$ cat src/sv/strided_slice_address_generator_assert.svh
// Assertion macros for the address generator top module.
// Simulation builds get the checks; synthesis builds get empty bodies.
`ifndef STRIDED_SLICE_ADDRESS_GENERATOR_ASSERT_SVH
`define STRIDED_SLICE_ADDRESS_GENERATOR_ASSERT_SVH

`ifndef SYNTHESIS

`define SSAG_ASSERT_NOW(lbl, ck, rn, prop) \
  lbl: assert property (@(posedge ck) disable iff (!rn) prop) \
    else $error("address generator check failed");

`define SSAG_ASSERT_NEXT(lbl, ck, rn, ante, cons) \
  lbl: assert property (@(posedge ck) disable iff (!rn) (ante) |=> (cons)) \
    else $error("address generator check failed");

`else

`define SSAG_ASSERT_NOW(lbl, ck, rn, prop)

`define SSAG_ASSERT_NEXT(lbl, ck, rn, ante, cons)

`endif

`endif

$ cat src/sv/ssag_pkg.sv
package ssag_pkg;

  localparam int NDIM   = 4;
  localparam int DIM_W  = 12;
  localparam int IDX_W  = 48;
  localparam int BOFF_W = 51;
  localparam int EB_W   = 4;
  localparam int RANK_W = 3;
  localparam int ST_W   = 2;
  localparam int CIDX_W = 3;
  localparam int PACK_W = NDIM * DIM_W;

  localparam logic [CIDX_W-1:0] REG_RANK    = 3'd0;
  localparam logic [CIDX_W-1:0] REG_LDIMS   = 3'd1;
  localparam logic [CIDX_W-1:0] REG_GDIMS   = 3'd2;
  localparam logic [CIDX_W-1:0] REG_OFFSETS = 3'd3;
  localparam logic [CIDX_W-1:0] REG_STRIDES = 3'd4;
  localparam logic [CIDX_W-1:0] REG_EBYTES  = 3'd5;

  localparam logic [ST_W-1:0] ST_OK          = 2'd0;
  localparam logic [ST_W-1:0] ST_ZERO_STRIDE = 2'd1;
  localparam logic [ST_W-1:0] ST_OUTSIDE     = 2'd2;
  localparam logic [ST_W-1:0] ST_BEYOND      = 2'd3;

  typedef logic [DIM_W-1:0] dim_t;
  typedef dim_t [NDIM-1:0] dims_t;

  // Payload that rides along the divider chain.
  typedef struct packed {
    logic [IDX_W-1:0] idx;
    dim_t             c2;
    dim_t             c3;
  } side_t;

  // Result of the coordinate mapping, handed to the recombination stages.
  typedef struct packed {
    logic             valid;
    logic [ST_W-1:0]  status;
    logic [IDX_W-1:0] idx;
    dims_t            gc;
  } mres_t;

  // Aligns the dimensions in use to the fast end; unused slow dimensions get pad.
  function automatic dims_t norm_dims(logic [PACK_W-1:0] packed_v,
                                      logic [RANK_W-1:0] rank, dim_t pad);
    dims_t res;
    int    r;
    int    src;
    r = (int'(rank) > NDIM) ? NDIM : int'(rank);
    for (int k = 0; k < NDIM; k++) begin
      src = k - (NDIM - r);
      if (src >= 0) begin
        res[k] = packed_v[(NDIM - 1 - src) * DIM_W +: DIM_W];
      end else begin
        res[k] = pad;
      end
    end
    return res;
  endfunction

endpackage

$ cat src/sv/ssag_lin.sv
module ssag_lin (
  input  logic                       clk,
  input  logic                       rst_n,
  input  logic                       en,
  input  ssag_pkg::mres_t            in_res,
  input  ssag_pkg::dims_t            gdims,
  input  logic [ssag_pkg::EB_W-1:0]  ebytes,
  output logic                       out_valid,
  output logic [ssag_pkg::IDX_W-1:0] out_gidx,
  output logic [ssag_pkg::BOFF_W-1:0] out_gboff,
  output logic [ssag_pkg::BOFF_W-1:0] out_lboff,
  output logic [ssag_pkg::ST_W-1:0]  out_status
);
  import ssag_pkg::*;

  localparam int A_W = 2 * DIM_W;
  localparam int B_W = 3 * DIM_W;

  logic [2:0]       v_r;
  logic [ST_W-1:0]  st_r  [3];
  logic [IDX_W-1:0] idx_r [3];
  dim_t             gc2_r [1];
  dim_t             gc3_r [2];
  logic [A_W-1:0]   a_r;
  logic [B_W-1:0]   b_r;
  logic [IDX_W-1:0] c_r;
  logic             ov_r;
  logic [IDX_W-1:0] gidx_r;
  logic [BOFF_W-1:0] gboff_r;
  logic [BOFF_W-1:0] lboff_r;
  logic [ST_W-1:0]  ost_r;
  logic             ok;

  always_ff @(posedge clk) begin
    if (!rst_n) begin
      v_r  <= '0;
      ov_r <= 1'b0;
    end else if (en) begin
      v_r  <= {v_r[1:0], in_res.valid};
      ov_r <= v_r[2];
    end
  end

  assign ok = (st_r[2] == ST_OK);

  // Horner recombination over the global shape, one multiply-add per stage.
  always_ff @(posedge clk) begin
    if (en) begin
      st_r[0]  <= in_res.status;
      idx_r[0] <= in_res.idx;
      gc2_r[0] <= in_res.gc[2];
      gc3_r[0] <= in_res.gc[3];
      a_r      <= A_W'(in_res.gc[0] * gdims[1]) + A_W'(in_res.gc[1]);
      st_r[1]  <= st_r[0];
      idx_r[1] <= idx_r[0];
      gc3_r[1] <= gc3_r[0];
      b_r      <= B_W'(a_r * gdims[2]) + B_W'(gc2_r[0]);
      st_r[2]  <= st_r[1];
      idx_r[2] <= idx_r[1];
      c_r      <= IDX_W'(b_r * gdims[3]) + IDX_W'(gc3_r[1]);
      ost_r    <= st_r[2];
      gidx_r   <= ok ? c_r : '0;
      gboff_r  <= ok ? BOFF_W'(c_r * ebytes) : '0;
      lboff_r  <= ok ? BOFF_W'(idx_r[2] * ebytes) : '0;
    end
  end

  assign out_valid  = ov_r;
  assign out_gidx   = gidx_r;
  assign out_gboff  = gboff_r;
  assign out_lboff  = lboff_r;
  assign out_status = ost_r;

endmodule

$ cat config.mk
export PLATFORM = sky130hd
export DESIGN_NAME = ssag_lin
export DESIGN_NICKNAME = d
export VERILOG_FILES = /design/src/sv/strided_slice_address_generator_assert.svh /design/src/sv/ssag_pkg.sv /design/src/sv/ssag_lin.sv
export SDC_FILE = /design/constraint.sdc
export NUM_CORES = 2
export LEC_CHECK = 0
export BUFFER_PORTS_ARGS = -buffer_cell sky130_fd_sc_hd__buf_2
export CORE_MARGIN = 2
export CORE_UTILIZATION = 25
export DETAILED_ROUTE_END_ITERATION = 16
export SLEW_MARGIN = 40
export SYNTH_ARGS = -nofsm -noshare
export SYNTH_HDL_FRONTEND = slang
export SYNTH_SLANG_ARGS = --single-unit
$ cat constraint.sdc
create_clock -name clk -period 8.57 [get_ports clk]
set_input_delay 0.4285 -clock clk [delete_from_list [all_inputs] [get_ports clk]]
set_output_delay 0.4285 -clock clk [all_outputs]
set_load 0.005 [all_outputs]
## Word-level counts from Yosys, hierarchy flattened

Memories as Yosys holds them, arrays and structs flattened.
Index checks and enable logic that the tools add are counted.

- $add $sub $neg: 3
- Multiply operators: 5
- Mux-type cells: 2
- Reductions and logical operators: 1

Operators by type and width:

| operator | number |
|---|---|
| multiplier 48 x 4 -> 51 bit | 2 |
| adder 48 x 12 -> 48 bit | 1 |
| multiplier 36 x 12 -> 48 bit | 1 |
| adder 36 x 12 -> 36 bit | 1 |
| multiplier 24 x 12 -> 36 bit | 1 |
| adder 24 x 12 -> 24 bit | 1 |
| multiplier 12 x 12 -> 24 bit | 1 |
| zero test 2 bit | 1 |
| 2-to-1 mux 1 bit | 2 |

- Bits in registers: 264
- RAM bits: 186
- Output and inout bits: 153
- Logic and storage cells: 24
- Memories: 4

Memories:

| name | words | bits a word | rd ports | clocked after Yosys merged registers in | write ports | RTL line | source |
|---|---|---|---|---|---|---|---|
| idx_r | 3 | 48 | 3 | 0 | 3 | ssag_lin.sv:21 | `logic [IDX_W-1:0] idx_r [3];` |
| gc3_r | 2 | 12 | 2 | 0 | 2 | ssag_lin.sv:23 | `dim_t gc3_r [2];` |
| gc2_r | 1 | 12 | 1 | 0 | 1 | ssag_lin.sv:22 | `dim_t gc2_r [1];` |
| st_r | 3 | 2 | 3 | 0 | 3 | ssag_lin.sv:20 | `logic [ST_W-1:0] st_r [3];` |

## Depth between registers and ports, before layout

- Word-level depth: 2
- Depth in mapped cells: 24

## Least setup slack after synthesis

OpenSTA, ideal clock, no wires.

- Path kind: in2reg
- Start: input port gdims[39] (netlist name)
- End: register c_r[42] (data pin)
- Library setup time: 0.135 ns
- Data arrival time: 5.865 ns
- Required time: 8.435 ns
- Setup slack: 2.570 ns
- Cell stages on the path: 22
- Buffers on the path: 3
- Path through: clkbuf_1 -> clkbuf_1 -> nand2_1 -> fa_1 -> fa_1 -> inv_1 -> fa_1 -> fa_1 -> inv_1 -> fa_1 -> inv_1 -> ha_1 -> buf_2 -> nand2_1 -> o21ai_1 -> a2111oi_4 -> o21ai_1 -> o211a_1 -> o211a_1 -> o211a_1 -> or4b_1 -> nand3_1

- Cells in the longest elaborated chain, start to end: 2

Ends and longest elaborated chain:

| item | RTL line | source |
|---|---|---|
| from (decl) | ssag_lin.sv:6 | `input ssag_pkg::dims_t gdims,` |
| multiplier 36 x 12 -> 48 bit | ssag_lin.sv:60 | `c_r <= IDX_W'(b_r * gdims[3]) + IDX_W'(gc3_r[1]);` |
| adder 48 x 12 -> 48 bit | ssag_lin.sv:60 |  |
| to (signal assigned) | ssag_lin.sv:60 |  |
| to (decl) | ssag_lin.sv:26 | `logic [IDX_W-1:0] c_r;` |

No other way between the ends.
A chain may end at the register's enable or synchronous reset.

## Worst setup path in the final report

- Start: register b_r[7]
- End: register c_r[33] (data pin)

- Cells in the longest elaborated chain, start to end: 2

Ends and longest elaborated chain:

| item | RTL line | source |
|---|---|---|
| from (decl) | ssag_lin.sv:25 | `logic [B_W-1:0] b_r;` |
| from (signal assigned) | ssag_lin.sv:57 | `b_r <= B_W'(a_r * gdims[2]) + B_W'(gc2_r[0]);` |
| multiplier 36 x 12 -> 48 bit | ssag_lin.sv:60 |  |
| adder 48 x 12 -> 48 bit | ssag_lin.sv:60 |  |

No other way between the ends.

==> impl_metrics.tcl <==
set metrics [dict create \
    crit_slowest_cell "edfxtp_1" \
    slowest_delay_ns 0.60 \
    rows 171 \
    rsz0062_at_grt "false" \
    cts_setup_buffers 0 \
    slew-limit-headroom_pct 39.4 \
    timing.fmax_ghz 0.155 \
    dr.first_iter.drc_count 2604 \
    core_um2 218000 \
    syn_area_um2 54900 \
    finalHoldViolations 0 \
    critical_path.top_delay_family "adder cells" \
    synthArstFlopShare_pct 0 \
    final_layout_size_suffix_gt1_share_pct 6.91 \
    via_per_inst 4.46 \
    synth_compound_area_share_pct 7.31 \
    clockBufferDepth 3 \
    area_growth_pct 12.2 \
    finalSetupViolations 0 \
    ys_ff_latch 450 \
    synthSimpleGateAreaFrac_pct 15.7 \
    synth-xor-area-share_pct 2.71 \
    hold_buffers 75 \
    cp_num_buf_inv 4 \
    skew_ns 0.0502 \
    arrival_ns 6.81 \
    cp.required_ns 8.94 \
    cap_violations 0 \
    cp-end-kind "flip-flop" \
    grt_pass1_wl_mm 222 \
    remaining_drc_errors 0 \
    dp_hpwl_mm 108 \
    synthTopCellsByArea "fa_1, edfxtp_1, ha_1, inv_1, nand2_1" \
    grt_use_total_pct 12.3 \
    ys_dominant_reg_cell "edfxtp_1" \
    final_max_slew_viol_count 0 \
    syn_avg_cell_area_um2 9.72 \
    totalWireLength_mm 138 \
    cts_buffers 54 \
    drt_pre_antenna_iters 6 \
    worstSetupPathType "flip-flop to flip-flop" \
    synth_top_area_share_pct 32.0 \
    synth_top_cell_by_area "fa_1" \
    synth_fa_ha_area_share_pct 40.8 \
    hold_path_class "input pin to flip-flop" \
    synth.area.mux_share_pct 0.148 \
    cts_sinks 450 \
    synth_most_common_cell "inv_1" \
    insertion_delay_ns 0.67 \
    cts_root_buf "clkbuf_16" \
    fp.dieH_um 473 \
    start_util_pct 25.2 \
    synth_top_family_by_area "adder cells" \
    synthDistinctLibCells 76 \
    ioPinCount 307 \
    grt_pass1_vias 40400 \
    gp_congestion 0.859 \
    cts.clk_slew.worst_paths_ns 0.05 \
    post_cts_resized 0 \
    cts_tree "done" \
    wl_per_cell_um 15.8 \
    final_nets 7236 \
    die_w_um 473 \
    port_buffers 294 \
    synthesis.nets 7066 \
    final.min_clock_period_ns 6.44 \
    worst_pin_slew_ns 0.909 \
    status "finished, final reports clean" \
    path_max_fanout 12 \
    synth_edf_count 446 \
    htree_num_levels 2 \
    ant_nets 0 \
    synthTopCellsByCount "inv_1, nand2_1, fa_1" \
    num_vias 38900 \
    grt-ovfl-total 0 \
    die_area_um2 223000 \
    start_kind "flip-flop" \
    grt_max_degree 174 \
    antenna_found_initial 25 \
    path_cells "and2_1 > fa_1 > inv_1 > fa_1 > inv_1 > fa_1 > inv_1 > fa_1 > fa_1 > inv_1 > ha_1 > a21oi_1 > nand2b_1 > a31oi_1 > nor3_1 > o41ai_2 > o21ai_1 > o21a_1 > a41oi_1 > xnor2_1" \
    fin_tns_setup_ns 0 \
    yosys_warnings 0 \
    syn-instance-count 5648 \
    ys_seq_area_share_pct 24.5 \
    cp_common_cell "fa_1" \
    fin_crit_sh_pct 75.1 \
]
[flip-flops by register name (all words and copies together) (netlist names)]
register / count
st_r: 6
gc3_r: 24
c_r: 48
out_lboff: 51
out_status: 2
v_r: 3
a_r: 24
gc2_r: 12
out_gidx: 48
out_gboff: 51
b_r: 36
idx_r: 144
out_valid: 1
[cell families (layout without fill, tap and decap cells)]
| kind of cell | after synthesis | count (layout) |
|---|---|---|
| AO/OA/AOI/OAI | 623 | 623 |
| AND/OR/NAND/NOR | 1850 | 1850 |
| other | 0 | 2 |
| multiplexers | 8 | 8 |
| XOR/XNOR | 170 | 170 |
| flip-flops | 450 | 450 |
| buffers and inverters | 1283 | 1496 |
| adder cells (fa/ha/maj) | 1264 | 1264 |
[worst min-delay path, cell delays in order]
cell and delay (ns):
buf_2 0.08, mux2i_1 0.07, nor2b_1 0.11
[final timing paths]
check | cells after the start | slack [ns] | endpoint | start
worst max-delay path | 20 | 2.13 | c_r[33]$_DFFE_PP_ | b_r[7]$_DFFE_PP_
worst min-delay path | 3 | 0.07 | v_r[0]$_SDFFE_PN0P_ | in_res[98]
worst max register to register | 20 | 2.13 | c_r[33]$_DFFE_PP_ | b_r[7]$_DFFE_PP_
worst min register to register | 0 | 0.41 | idx_r[0][134]$_DFFE_PP_ | idx_r[0][86]$_DFFE_PP_
[through the flow]
step / setup slack, ns / hold WS [ns] / area (um^2) / utilization, % / instances
3_5_place_dp: 1.75 / 0.405 / 59000 / 27.1 / 8540
2_1_floorplan: 2.57 / 0.400 / 54900 / - / 5648
5_1_grt: 1.82 / 0.0569 / 61600 / 28.3 / 8717
4_1_cts: 2.21 / 0.000138 / 61500 / 28.3 / 8714
3_3_place_gp: 1.77 / 0.402 / 59000 / 27.1 / 8540
6_report: 2.13 / 0.0667 / 61600 / 28.3 / 8717
[routing by layer]
metal / up-vias / routed length, um / track usage [%] / share of wire (%)
li1: 18000 / - / - / -
met1: 19500 / 64600 / 17.7 / 47
met2: 1216 / 59200 / 19.1 / 43
met3: 184 / 11500 / 2.39 / 8.3
met4: 24 / 2420 / 2.37 / 1.8
met5: - / 149 / 0 / 0.11
[cell usage in the layout, fill, tap and decap left out, types with 6 or more instances in the layout]
master / n
edfxtp_1: 446
nand3_1: 38
inv_1: 1018
fa_1: 877
a221oi_1: 6
ha_1: 387
o21ai_0: 116
nand2_1: 984
clkinv_1: 11
dlygate4sd3_1: 75
nor3_1: 39
a21o_1: 99
a31oi_1: 37
nor4_1: 6
xor2_1: 65
a21boi_0: 7
nor3b_1: 6
o21bai_1: 26
or3_1: 10
and3_1: 26
o31ai_1: 6
o21a_1: 34
a211o_1: 8
nor2b_1: 23
o211ai_1: 11
and2_1: 460
clkbuf_16: 55
mux2i_1: 7
nor2_1: 181
clkbuf_1: 9
buf_2: 288
nand4_1: 33
a21oi_1: 183
a211oi_1: 30
buf_4: 10
xnor2_1: 105
nand2b_1: 19
[area by class of cell]
cell class | count | area [um^2]
Antenna cell | 2 | 5.00
Clock buffer | 64 | 1410
Clock inverter | 35 | 343
Fill cell | 22600 | 156000
Inverter | 1018 | 3820
Multi-Input combinational cell | 3915 | 36600
Sequential cell | 450 | 13500
Tap cell | 2854 | 3570
Timing Repair Buffer | 379 | 2370
Power is left out: the tool's default activity adds up to more than one toggle a clock period on the data nets, which glitch-free logic cannot reach.
