`config.mk`:
```
export PLATFORM = sky130hd
export DESIGN_NAME = ssag_map
export DESIGN_NICKNAME = d
export VERILOG_FILES = /design/src/sv/strided_slice_address_generator_assert.svh /design/src/sv/ssag_pkg.sv /design/src/sv/ssag_map.sv
export SDC_FILE = /design/constraint.sdc
export NUM_CORES = 2
export LEC_CHECK = 0
export BUFFER_PORTS_ARGS = -buffer_cell sky130_fd_sc_hd__buf_2
export CAP_MARGIN = 20
export CORE_MARGIN = 5
export CORE_UTILIZATION = 55
export CTS_BUF_LIST = sky130_fd_sc_hd__clkbuf_16
export DETAILED_ROUTE_END_ITERATION = 8
export PLACE_DENSITY_LB_ADDON = 0.1
export SYNTH_ARGS = -nofsm -noshare
export SYNTH_HDL_FRONTEND = slang
export SYNTH_SLANG_ARGS = --single-unit
```
`constraint.sdc`:
```
create_clock -name clk -period 11.87 [get_ports clk]
set_input_delay 2.374 -clock clk [delete_from_list [all_inputs] [get_ports clk]]
set_output_delay 2.374 -clock clk [all_outputs]
set_load 0.005 [all_outputs]
```
`src/sv/strided_slice_address_generator_assert.svh`:
```
// Assertion macros for the address generator top module.
// Simulation builds get the checks; synthesis builds get empty bodies.
`ifndef STRIDED_SLICE_ADDRESS_GENERATOR_ASSERT_SVH
`define STRIDED_SLICE_ADDRESS_GENERATOR_ASSERT_SVH

`ifndef SYNTHESIS

`define SSAG_ASSERT_NOW(lbl, ck, rn, prop) \
  lbl: assert property (@(posedge ck) disable iff (!rn) prop) \
    else $error("address generator check failed");

`define SSAG_ASSERT_NEXT(lbl, ck, rn, ante, cons) \
  lbl: assert property (@(posedge ck) disable iff (!rn) (ante) |=> (cons)) \
    else $error("address generator check failed");

`else

`define SSAG_ASSERT_NOW(lbl, ck, rn, prop)

`define SSAG_ASSERT_NEXT(lbl, ck, rn, ante, cons)

`endif

`endif

```
`src/sv/ssag_pkg.sv`:
```
package ssag_pkg;

  localparam int NDIM   = 4;
  localparam int DIM_W  = 12;
  localparam int IDX_W  = 48;
  localparam int BOFF_W = 51;
  localparam int EB_W   = 4;
  localparam int RANK_W = 3;
  localparam int ST_W   = 2;
  localparam int CIDX_W = 3;
  localparam int PACK_W = NDIM * DIM_W;

  localparam logic [CIDX_W-1:0] REG_RANK    = 3'd0;
  localparam logic [CIDX_W-1:0] REG_LDIMS   = 3'd1;
  localparam logic [CIDX_W-1:0] REG_GDIMS   = 3'd2;
  localparam logic [CIDX_W-1:0] REG_OFFSETS = 3'd3;
  localparam logic [CIDX_W-1:0] REG_STRIDES = 3'd4;
  localparam logic [CIDX_W-1:0] REG_EBYTES  = 3'd5;

  localparam logic [ST_W-1:0] ST_OK          = 2'd0;
  localparam logic [ST_W-1:0] ST_ZERO_STRIDE = 2'd1;
  localparam logic [ST_W-1:0] ST_OUTSIDE     = 2'd2;
  localparam logic [ST_W-1:0] ST_BEYOND      = 2'd3;

  typedef logic [DIM_W-1:0] dim_t;
  typedef dim_t [NDIM-1:0] dims_t;

  // Payload that rides along the divider chain.
  typedef struct packed {
    logic [IDX_W-1:0] idx;
    dim_t             c2;
    dim_t             c3;
  } side_t;

  // Result of the coordinate mapping, handed to the recombination stages.
  typedef struct packed {
    logic             valid;
    logic [ST_W-1:0]  status;
    logic [IDX_W-1:0] idx;
    dims_t            gc;
  } mres_t;

  // Aligns the dimensions in use to the fast end; unused slow dimensions get pad.
  function automatic dims_t norm_dims(logic [PACK_W-1:0] packed_v,
                                      logic [RANK_W-1:0] rank, dim_t pad);
    dims_t res;
    int    r;
    int    src;
    r = (int'(rank) > NDIM) ? NDIM : int'(rank);
    for (int k = 0; k < NDIM; k++) begin
      src = k - (NDIM - r);
      if (src >= 0) begin
        res[k] = packed_v[(NDIM - 1 - src) * DIM_W +: DIM_W];
      end else begin
        res[k] = pad;
      end
    end
    return res;
  endfunction

endpackage

```
`src/sv/ssag_map.sv`:
```
module ssag_map (
  input  logic                      clk,
  input  logic                      rst_n,
  input  logic                      en,
  input  logic                      in_valid,
  input  ssag_pkg::dims_t           coords,
  input  logic [ssag_pkg::IDX_W-1:0] quo,
  input  logic [ssag_pkg::IDX_W-1:0] idx,
  input  ssag_pkg::dim_t            ldim0,
  input  logic                      local_zero,
  input  ssag_pkg::dims_t           strides,
  input  ssag_pkg::dims_t           offsets,
  input  ssag_pkg::dims_t           gdims,
  output ssag_pkg::mres_t           res
);
  import ssag_pkg::*;

  logic                   v1_r;
  logic                   beyond_r;
  logic [IDX_W-1:0]       idx1_r;
  logic [2*DIM_W-1:0]     prod_r [NDIM];
  logic [2*DIM_W:0]       gcw    [NDIM];
  logic [ST_W-1:0]        code;
  mres_t                  res_r;
  mres_t                  res_nxt;

  // First stage: coordinate times stride, and the local count check.
  always_ff @(posedge clk) begin
    if (!rst_n) begin
      v1_r <= 1'b0;
    end else if (en) begin
      v1_r <= in_valid;
    end
  end

  always_ff @(posedge clk) begin
    if (en) begin
      beyond_r <= local_zero || (quo >= IDX_W'(ldim0));
      idx1_r   <= idx;
      for (int k = 0; k < NDIM; k++) begin
        prod_r[k] <= coords[k] * strides[k];
      end
    end
  end

  // Second stage: add offsets; the lowest failing dimension sets the code.
  always_comb begin
    code = ST_OK;
    for (int k = NDIM - 1; k >= 0; k--) begin
      gcw[k] = (2*DIM_W+1)'(offsets[k]) + (2*DIM_W+1)'(prod_r[k]);
      if (strides[k] == '0) begin
        code = ST_ZERO_STRIDE;
      end else if (gcw[k] >= (2*DIM_W+1)'(gdims[k])) begin
        code = ST_OUTSIDE;
      end
    end
    res_nxt.valid  = v1_r;
    res_nxt.status = beyond_r ? ST_BEYOND : code;
    res_nxt.idx    = idx1_r;
    for (int k = 0; k < NDIM; k++) begin
      res_nxt.gc[k] = gcw[k][DIM_W-1:0];
    end
  end

  always_ff @(posedge clk) begin
    if (!rst_n) begin
      res_r.valid <= 1'b0;
    end else if (en) begin
      res_r <= res_nxt;
    end
  end

  assign res = res_r;

endmodule

```
Word-level counts from Yosys, hierarchy flattened
Memories as Yosys holds them, arrays and structs flattened.
Index checks and enable logic that the tools add are counted.
Storage, ports and cells
  RAM bits: 96
  ROM bits: 0
  latch bits: 0
  input port bits: 305
  output and inout port bits: 99
  memories: 1
  register bits after elaboration: 149
  word-level logic and storage cells: 42
Memory list
  prod_r: words 4, bits a word 24, rd ports 4, clocked after Yosys merged registers in 0, wr ports 4, RTL line ssag_map.sv:21  | logic [2*DIM_W-1:0] prod_r [NDIM];
Operators by class
  eq/ne operators: 0
  $mul: 4
  magnitude comparators: 5
  div/mod/pow operators: 0
  muxes and demuxes: 10
  reduce and logical (&&, ||, !) cells: 7
  add/subtract/negate cells: 4
  bitwise logic cells: 0
  shift operators: 0
Operators by type and width (count)
  12-bit by 24-bit adder with 25-bit output: 4
  25-bit by 12-bit greater-or-equal comparator with 1-bit output: 4
  12-bit by 12-bit multiplier with 24-bit output: 4
  48-bit by 12-bit greater-or-equal comparator with 1-bit output: 1
  12-bit zero test: 4
  2-bit two-way mux: 8
  1-bit two-way mux: 2
  2-bit AND reduction: 1
  2-bit OR reduction: 1
  1-bit logical OR: 1

Longest topological paths before layout
  depth in word-level cells: 10
  depth in mapped cells: 23

Worst setup path before layout
No wires, ideal clock.
  kind: input to register
  start: input strides[47] (netlist name)
  end: memory prod_r[3][22] (netlist name), data pin
  setup slack: 4.287 ns
  data required time: 11.604 ns
  arrival: 7.317 ns
  stages: 19
  setup time: 0.266 ns
  cells stage by stage: clkbuf_1 -> nand2_1 -> fa_1 -> fa_1 -> inv_1 -> fa_1 -> fa_1 -> inv_1 -> fa_1 -> inv_1 -> ha_1 -> or3_1 -> a311oi_1 -> or3_1 -> o21ai_1 -> o41ai_1 -> o21ai_0 -> o41ai_1 -> xnor2_1
RTL lines
  from (decl): RTL line ssag_map.sv:11  | input ssag_pkg::dims_t strides,
  to (decl): RTL line ssag_map.sv:21

==> results.md <==
| Quantity | Reported | Unit |
|:---|:---|:---|
| Layout overhead on the synthesized area | 11.89 | % |
| Async set-or-reset flop fraction in the synthesized netlist | 0 | - |
| Antenna violations before repair | 2 | - |
| Setup violators final | 0 | - |
| Depth of the CTS H-tree | 1 | - |
| Mux contribution to synthesized area | 0.001987 | - |
| Aggregate negative setup slack | 0 | ns |
| Peak fanout along the critical path | 12 | - |
| Synthesized-area fraction occupied by xor and xnor cells | 0.03322 | - |
| Die X | 246.8 | um |
| Starting Density | 0.5578 | - |
| Total CTS buffers | 29 | - |
| Post-synthesis simple-gate area fraction | 0.1593 | - |
| Number of global-route vias before repair | 24,380 | - |
| Post-Syn Nets | 4,244 | - |
| Part of the cycle the worst path needs | 0.6233 | - |
| Critical path arrival | 7.72 | ns |
| Drt initial violations | 1,149 | - |
| Cell variety after synth | 74 | - |
| Total leakage power | 16.93 | nW |
| Number of setup buffers added after CTS | 0 | - |
| Number of failing hold endpoints at the final stage | 0 | - |
| Total wirelength of the detailed-routed design | 71,780 | um |
| Routed length per instance | 16.74 | um |
| Top FF cell, synth | sky130_fd_sc_hd__edfxtp_1 | - |
| Clock Sinks | 245 | - |
| Number of buffers inserted by port buffering | 403 | - |
| Power per cell area | 220.8 | nW/um^2 |
| Max Fclk | 135.2 | MHz |
| Number of synthesis warnings | 0 | - |
| Total number of placement rows | 86 | - |
| Combinational family with the most area after synthesis | adder cells | - |
| Kind of end point of the critical path | flip-flop | - |
| Combined global-route utilization of all metal layers | 0.2361 | - |
| Clock insertion delay at the later pin of the skew report | 0.58 | ns |
| Area fraction in compound gates after synthesis | 0.07357 | - |
| Antenna Violating Nets Remaining | 0 | - |
| Total via count in the routed design | 22,900 | - |
| DRC violation count after routing | 0 | - |
| Total core area | 55,310 | sq um |
| Layout cell share with drive strength beyond 1 | 0.1374 | - |
| Type of the most critical hold path | flip-flop to flip-flop | - |
| Pin count of the biggest net entering global routing | 84 | - |
| Gate count of the mapped netlist | 3,179 | - |
| Root buf cell | sky130_fd_sc_hd__clkbuf_16 | - |
| Vias per std cell | 5.339 | - |
| EDFF count, synth | 243 | - |
| Fin Hold WS | 0.4157 | ns |
| Post-CTS Resized | 0 | - |
| CTS max path bufs | 3 | - |
| Cell area after synthesis | 30,850 | sq um |
| Result of the run | completed | - |
| TritonCTS clock tree | done | - |
| Flip-flop and latch count after synthesis | 245 | - |
| Category of the critical setup timing path | primary input to flip-flop | - |
| Worst-case vdd ir drop | 0.1860 | mV |
| Normalized max-slew margin | 0.4148 | - |
| Critical path data required time | 12.19 | ns |
| Cts-stage hold buffer count | 0 | - |
| Shortest period the worst path allows | 7.399 | ns |
| Die ar. | 60,930 | sq um |
| Adder-Cell Fraction of Synth Area | 0.4066 | - |
| Top-area cell type share of the netlist area | 0.2622 | - |
| Fillers | 4,771 | - |
| Global-route congestion overflow total | 0 | - |
| Worst clock skew | 0.01037 | ns |
| Total half-perimeter wirelength after legalization and detailed placement | 59,170 | um |
| Number of top-level pins | 404 | - |
| Internal reg-to-reg setup slack | 6.82 | ns |
| Clock-pin slew on the worst setup and hold paths | 0.06 | ns |
| Fin nets | 4,579 | - |
| Slew Limit Fails | 0 | - |
| Iteration count of the initial detailed-routing pass | 5 | - |
| Worst Max-Slew Pin Slew | 0.8778 | ns |
| Sequential area share after synthesis | 0.2378 | - |
| Vertical die dimension | 246.8 | um |
| Max-capacitance violation count | 0 | - |
| Leading post-synthesis cells by cell area | sky130_fd_sc_hd__fa_1, sky130_fd_sc_hd__edfxtp_1, sky130_fd_sc_hd__ha_1 | - |
| Critical path startpoint category | primary input | - |
| Top cell type by total area after synthesis | sky130_fd_sc_hd__fa_1 | - |
| Avg Cell Area, Syn | 9.704 | sq um |
| First-pass GRT wire length | 119,000 | um |
| Final Wtd Congestion | 0.9289 | - |
| Unrepaired setup endpoints after global routing | no | - |
-- worst paths after layout --
path | startpoint | end | cells after the start
setup / recovery | coords[39] | prod_r[3][22] | 20
hold / removal | idx1_r[9] | res[57] | 0
setup reg to reg | prod_r[3][1] | res[97] | 18
hold reg to reg | idx1_r[9] | res[57] | 0
-- where the power goes --
part	internal [mW]	total, mW	switching, mW
Sequential	1.43	1.59	0.153
Combinational	2.27	5.06	2.79
Clock	0.602	0.973	0.371
-- critical path, cell delays in order --
cell and delay [ns]:
sky130_fd_sc_hd__buf_2 0.18, sky130_fd_sc_hd__and2_1 0.20, sky130_fd_sc_hd__fa_1 0.53, sky130_fd_sc_hd__inv_1 0.05
sky130_fd_sc_hd__fa_1 0.47, sky130_fd_sc_hd__inv_1 0.06, sky130_fd_sc_hd__fa_1 0.50, sky130_fd_sc_hd__fa_1 0.57
sky130_fd_sc_hd__inv_1 0.06, sky130_fd_sc_hd__fa_1 0.53, sky130_fd_sc_hd__inv_1 0.04, sky130_fd_sc_hd__ha_1 0.24
sky130_fd_sc_hd__or3_1 0.36, sky130_fd_sc_hd__a311oi_1 0.20, sky130_fd_sc_hd__or3_1 0.20, sky130_fd_sc_hd__o21ai_1 0.12
sky130_fd_sc_hd__o41ai_1 0.37, sky130_fd_sc_hd__o21ai_0 0.19, sky130_fd_sc_hd__o41ai_1 0.36, sky130_fd_sc_hd__xnor2_1 0.10
-- state kept, by name (all words and copies together), names as in the netlist --
name      flops
v1_r          1
prod_r       96
idx1_r       48
beyond_r      1
res          99
-- metal layers --
metal / global-route usage / vias up / wire length, um / part of all wire
met5: 0 / - / 0 / 0
met4: 0.05202 / 0 / 1462 / 0.020
met3: 0.03113 / 90 / 3818 / 0.053
met2: 0.4235 / 573 / 36320 / 0.51
met1: 0.3077 / 11300 / 30180 / 0.42
li1: - / 10940 / - / -
-- cells in the mapped netlist (all sizes together), types with 5 or more instances --
master	n
and2	249
a31oi	19
o21ai	67
xor2	30
inv	617
o41ai	7
a211oi	16
xnor2	87
o21bai	15
nand2	385
a311o	6
a21oi	90
or2	11
o21a	26
nand3	47
a21o	26
nor3	46
nor4	28
a311oi	5
and3	23
nand2b	9
o31a	6
o211ai	10
mux2i	5
clkbuf	101
and4	8
edfxtp	243
nor2b	21
o31ai	7
fa	404
o2111ai	5
ha	356
nor2	111
nand3b	6
or3	14
nand4	17
-- cells by family (layout without fill, tap and decap cells) --
family,Yosys count,after routing
DFF,245,245
xor gates and xnor gates,117,117
adders and majority gates,760,760
muxes,6,6
other,0,5
AOI/OAI and AO/OA,341,341
and+or+nand+nor,991,991
buffers and inverters,719,1076
-- final cells by class --
cell class                      instances  area [sq um]  area share
Clock buffer                           29         725.7     0.02102
Clock inverter                         24         330.3    0.009569
Sequential cell                       245          7337      0.2126
Antenna cell                            5         12.51   0.0003625
Inverter                              617          2316     0.06709
Tap cell                              748         935.9     0.02711
Timing Repair Buffer                  406          2046     0.05926
Multi-Input combinational cell       2215         20820      0.6030
-- cell usage in the layout, fill, tap and decap left out, types with 6 or more instances in the layout --
cell type	n
sky130_fd_sc_hd__clkbuf_16	29
sky130_fd_sc_hd__nand3_1	47
sky130_fd_sc_hd__or3_1	13
sky130_fd_sc_hd__xnor2_1	87
sky130_fd_sc_hd__o21ai_1	8
sky130_fd_sc_hd__o31ai_1	7
sky130_fd_sc_hd__a21oi_1	89
sky130_fd_sc_hd__ha_1	356
sky130_fd_sc_hd__nand3b_1	6
sky130_fd_sc_hd__xor2_1	30
sky130_fd_sc_hd__a21o_1	25
sky130_fd_sc_hd__a311o_1	6
sky130_fd_sc_hd__a211oi_1	13
sky130_fd_sc_hd__o21ai_0	59
sky130_fd_sc_hd__inv_1	619
sky130_fd_sc_hd__o21a_1	26
sky130_fd_sc_hd__and4_1	8
sky130_fd_sc_hd__nor2b_1	21
sky130_fd_sc_hd__a31oi_1	19
sky130_fd_sc_hd__and2_1	247
sky130_fd_sc_hd__nor2_1	110
sky130_fd_sc_hd__or2_2	11
sky130_fd_sc_hd__nand2b_1	9
sky130_fd_sc_hd__o31a_1	6
sky130_fd_sc_hd__nand4_1	17
sky130_fd_sc_hd__fa_1	404
sky130_fd_sc_hd__buf_2	402
sky130_fd_sc_hd__nor4_1	28
sky130_fd_sc_hd__o21bai_1	15
sky130_fd_sc_hd__o41ai_1	7
sky130_fd_sc_hd__nor3_1	46
sky130_fd_sc_hd__edfxtp_1	243
sky130_fd_sc_hd__o211ai_1	10
sky130_fd_sc_hd__clkinv_2	6
sky130_fd_sc_hd__nand2_1	385
sky130_fd_sc_hd__and3_1	22
sky130_fd_sc_hd__bufinv_16	7
-- metrics by stage --
step                worst slack, ns  cell area [sq um]  instances  power, mW  utilization
global placement              3.964              33450       4231      6.502       0.6048
finish                        4.471              34520       4289      7.622       0.6241
CTS                           4.500              34510       4284      7.679       0.6239
floorplan                     4.287              30850       3179      5.531            -
global route                  4.177              34510       4285      8.491       0.6239
detailed placement            3.877              33450       4231      6.651       0.6048
No activity file was read; power rests on OpenSTA's default activity.
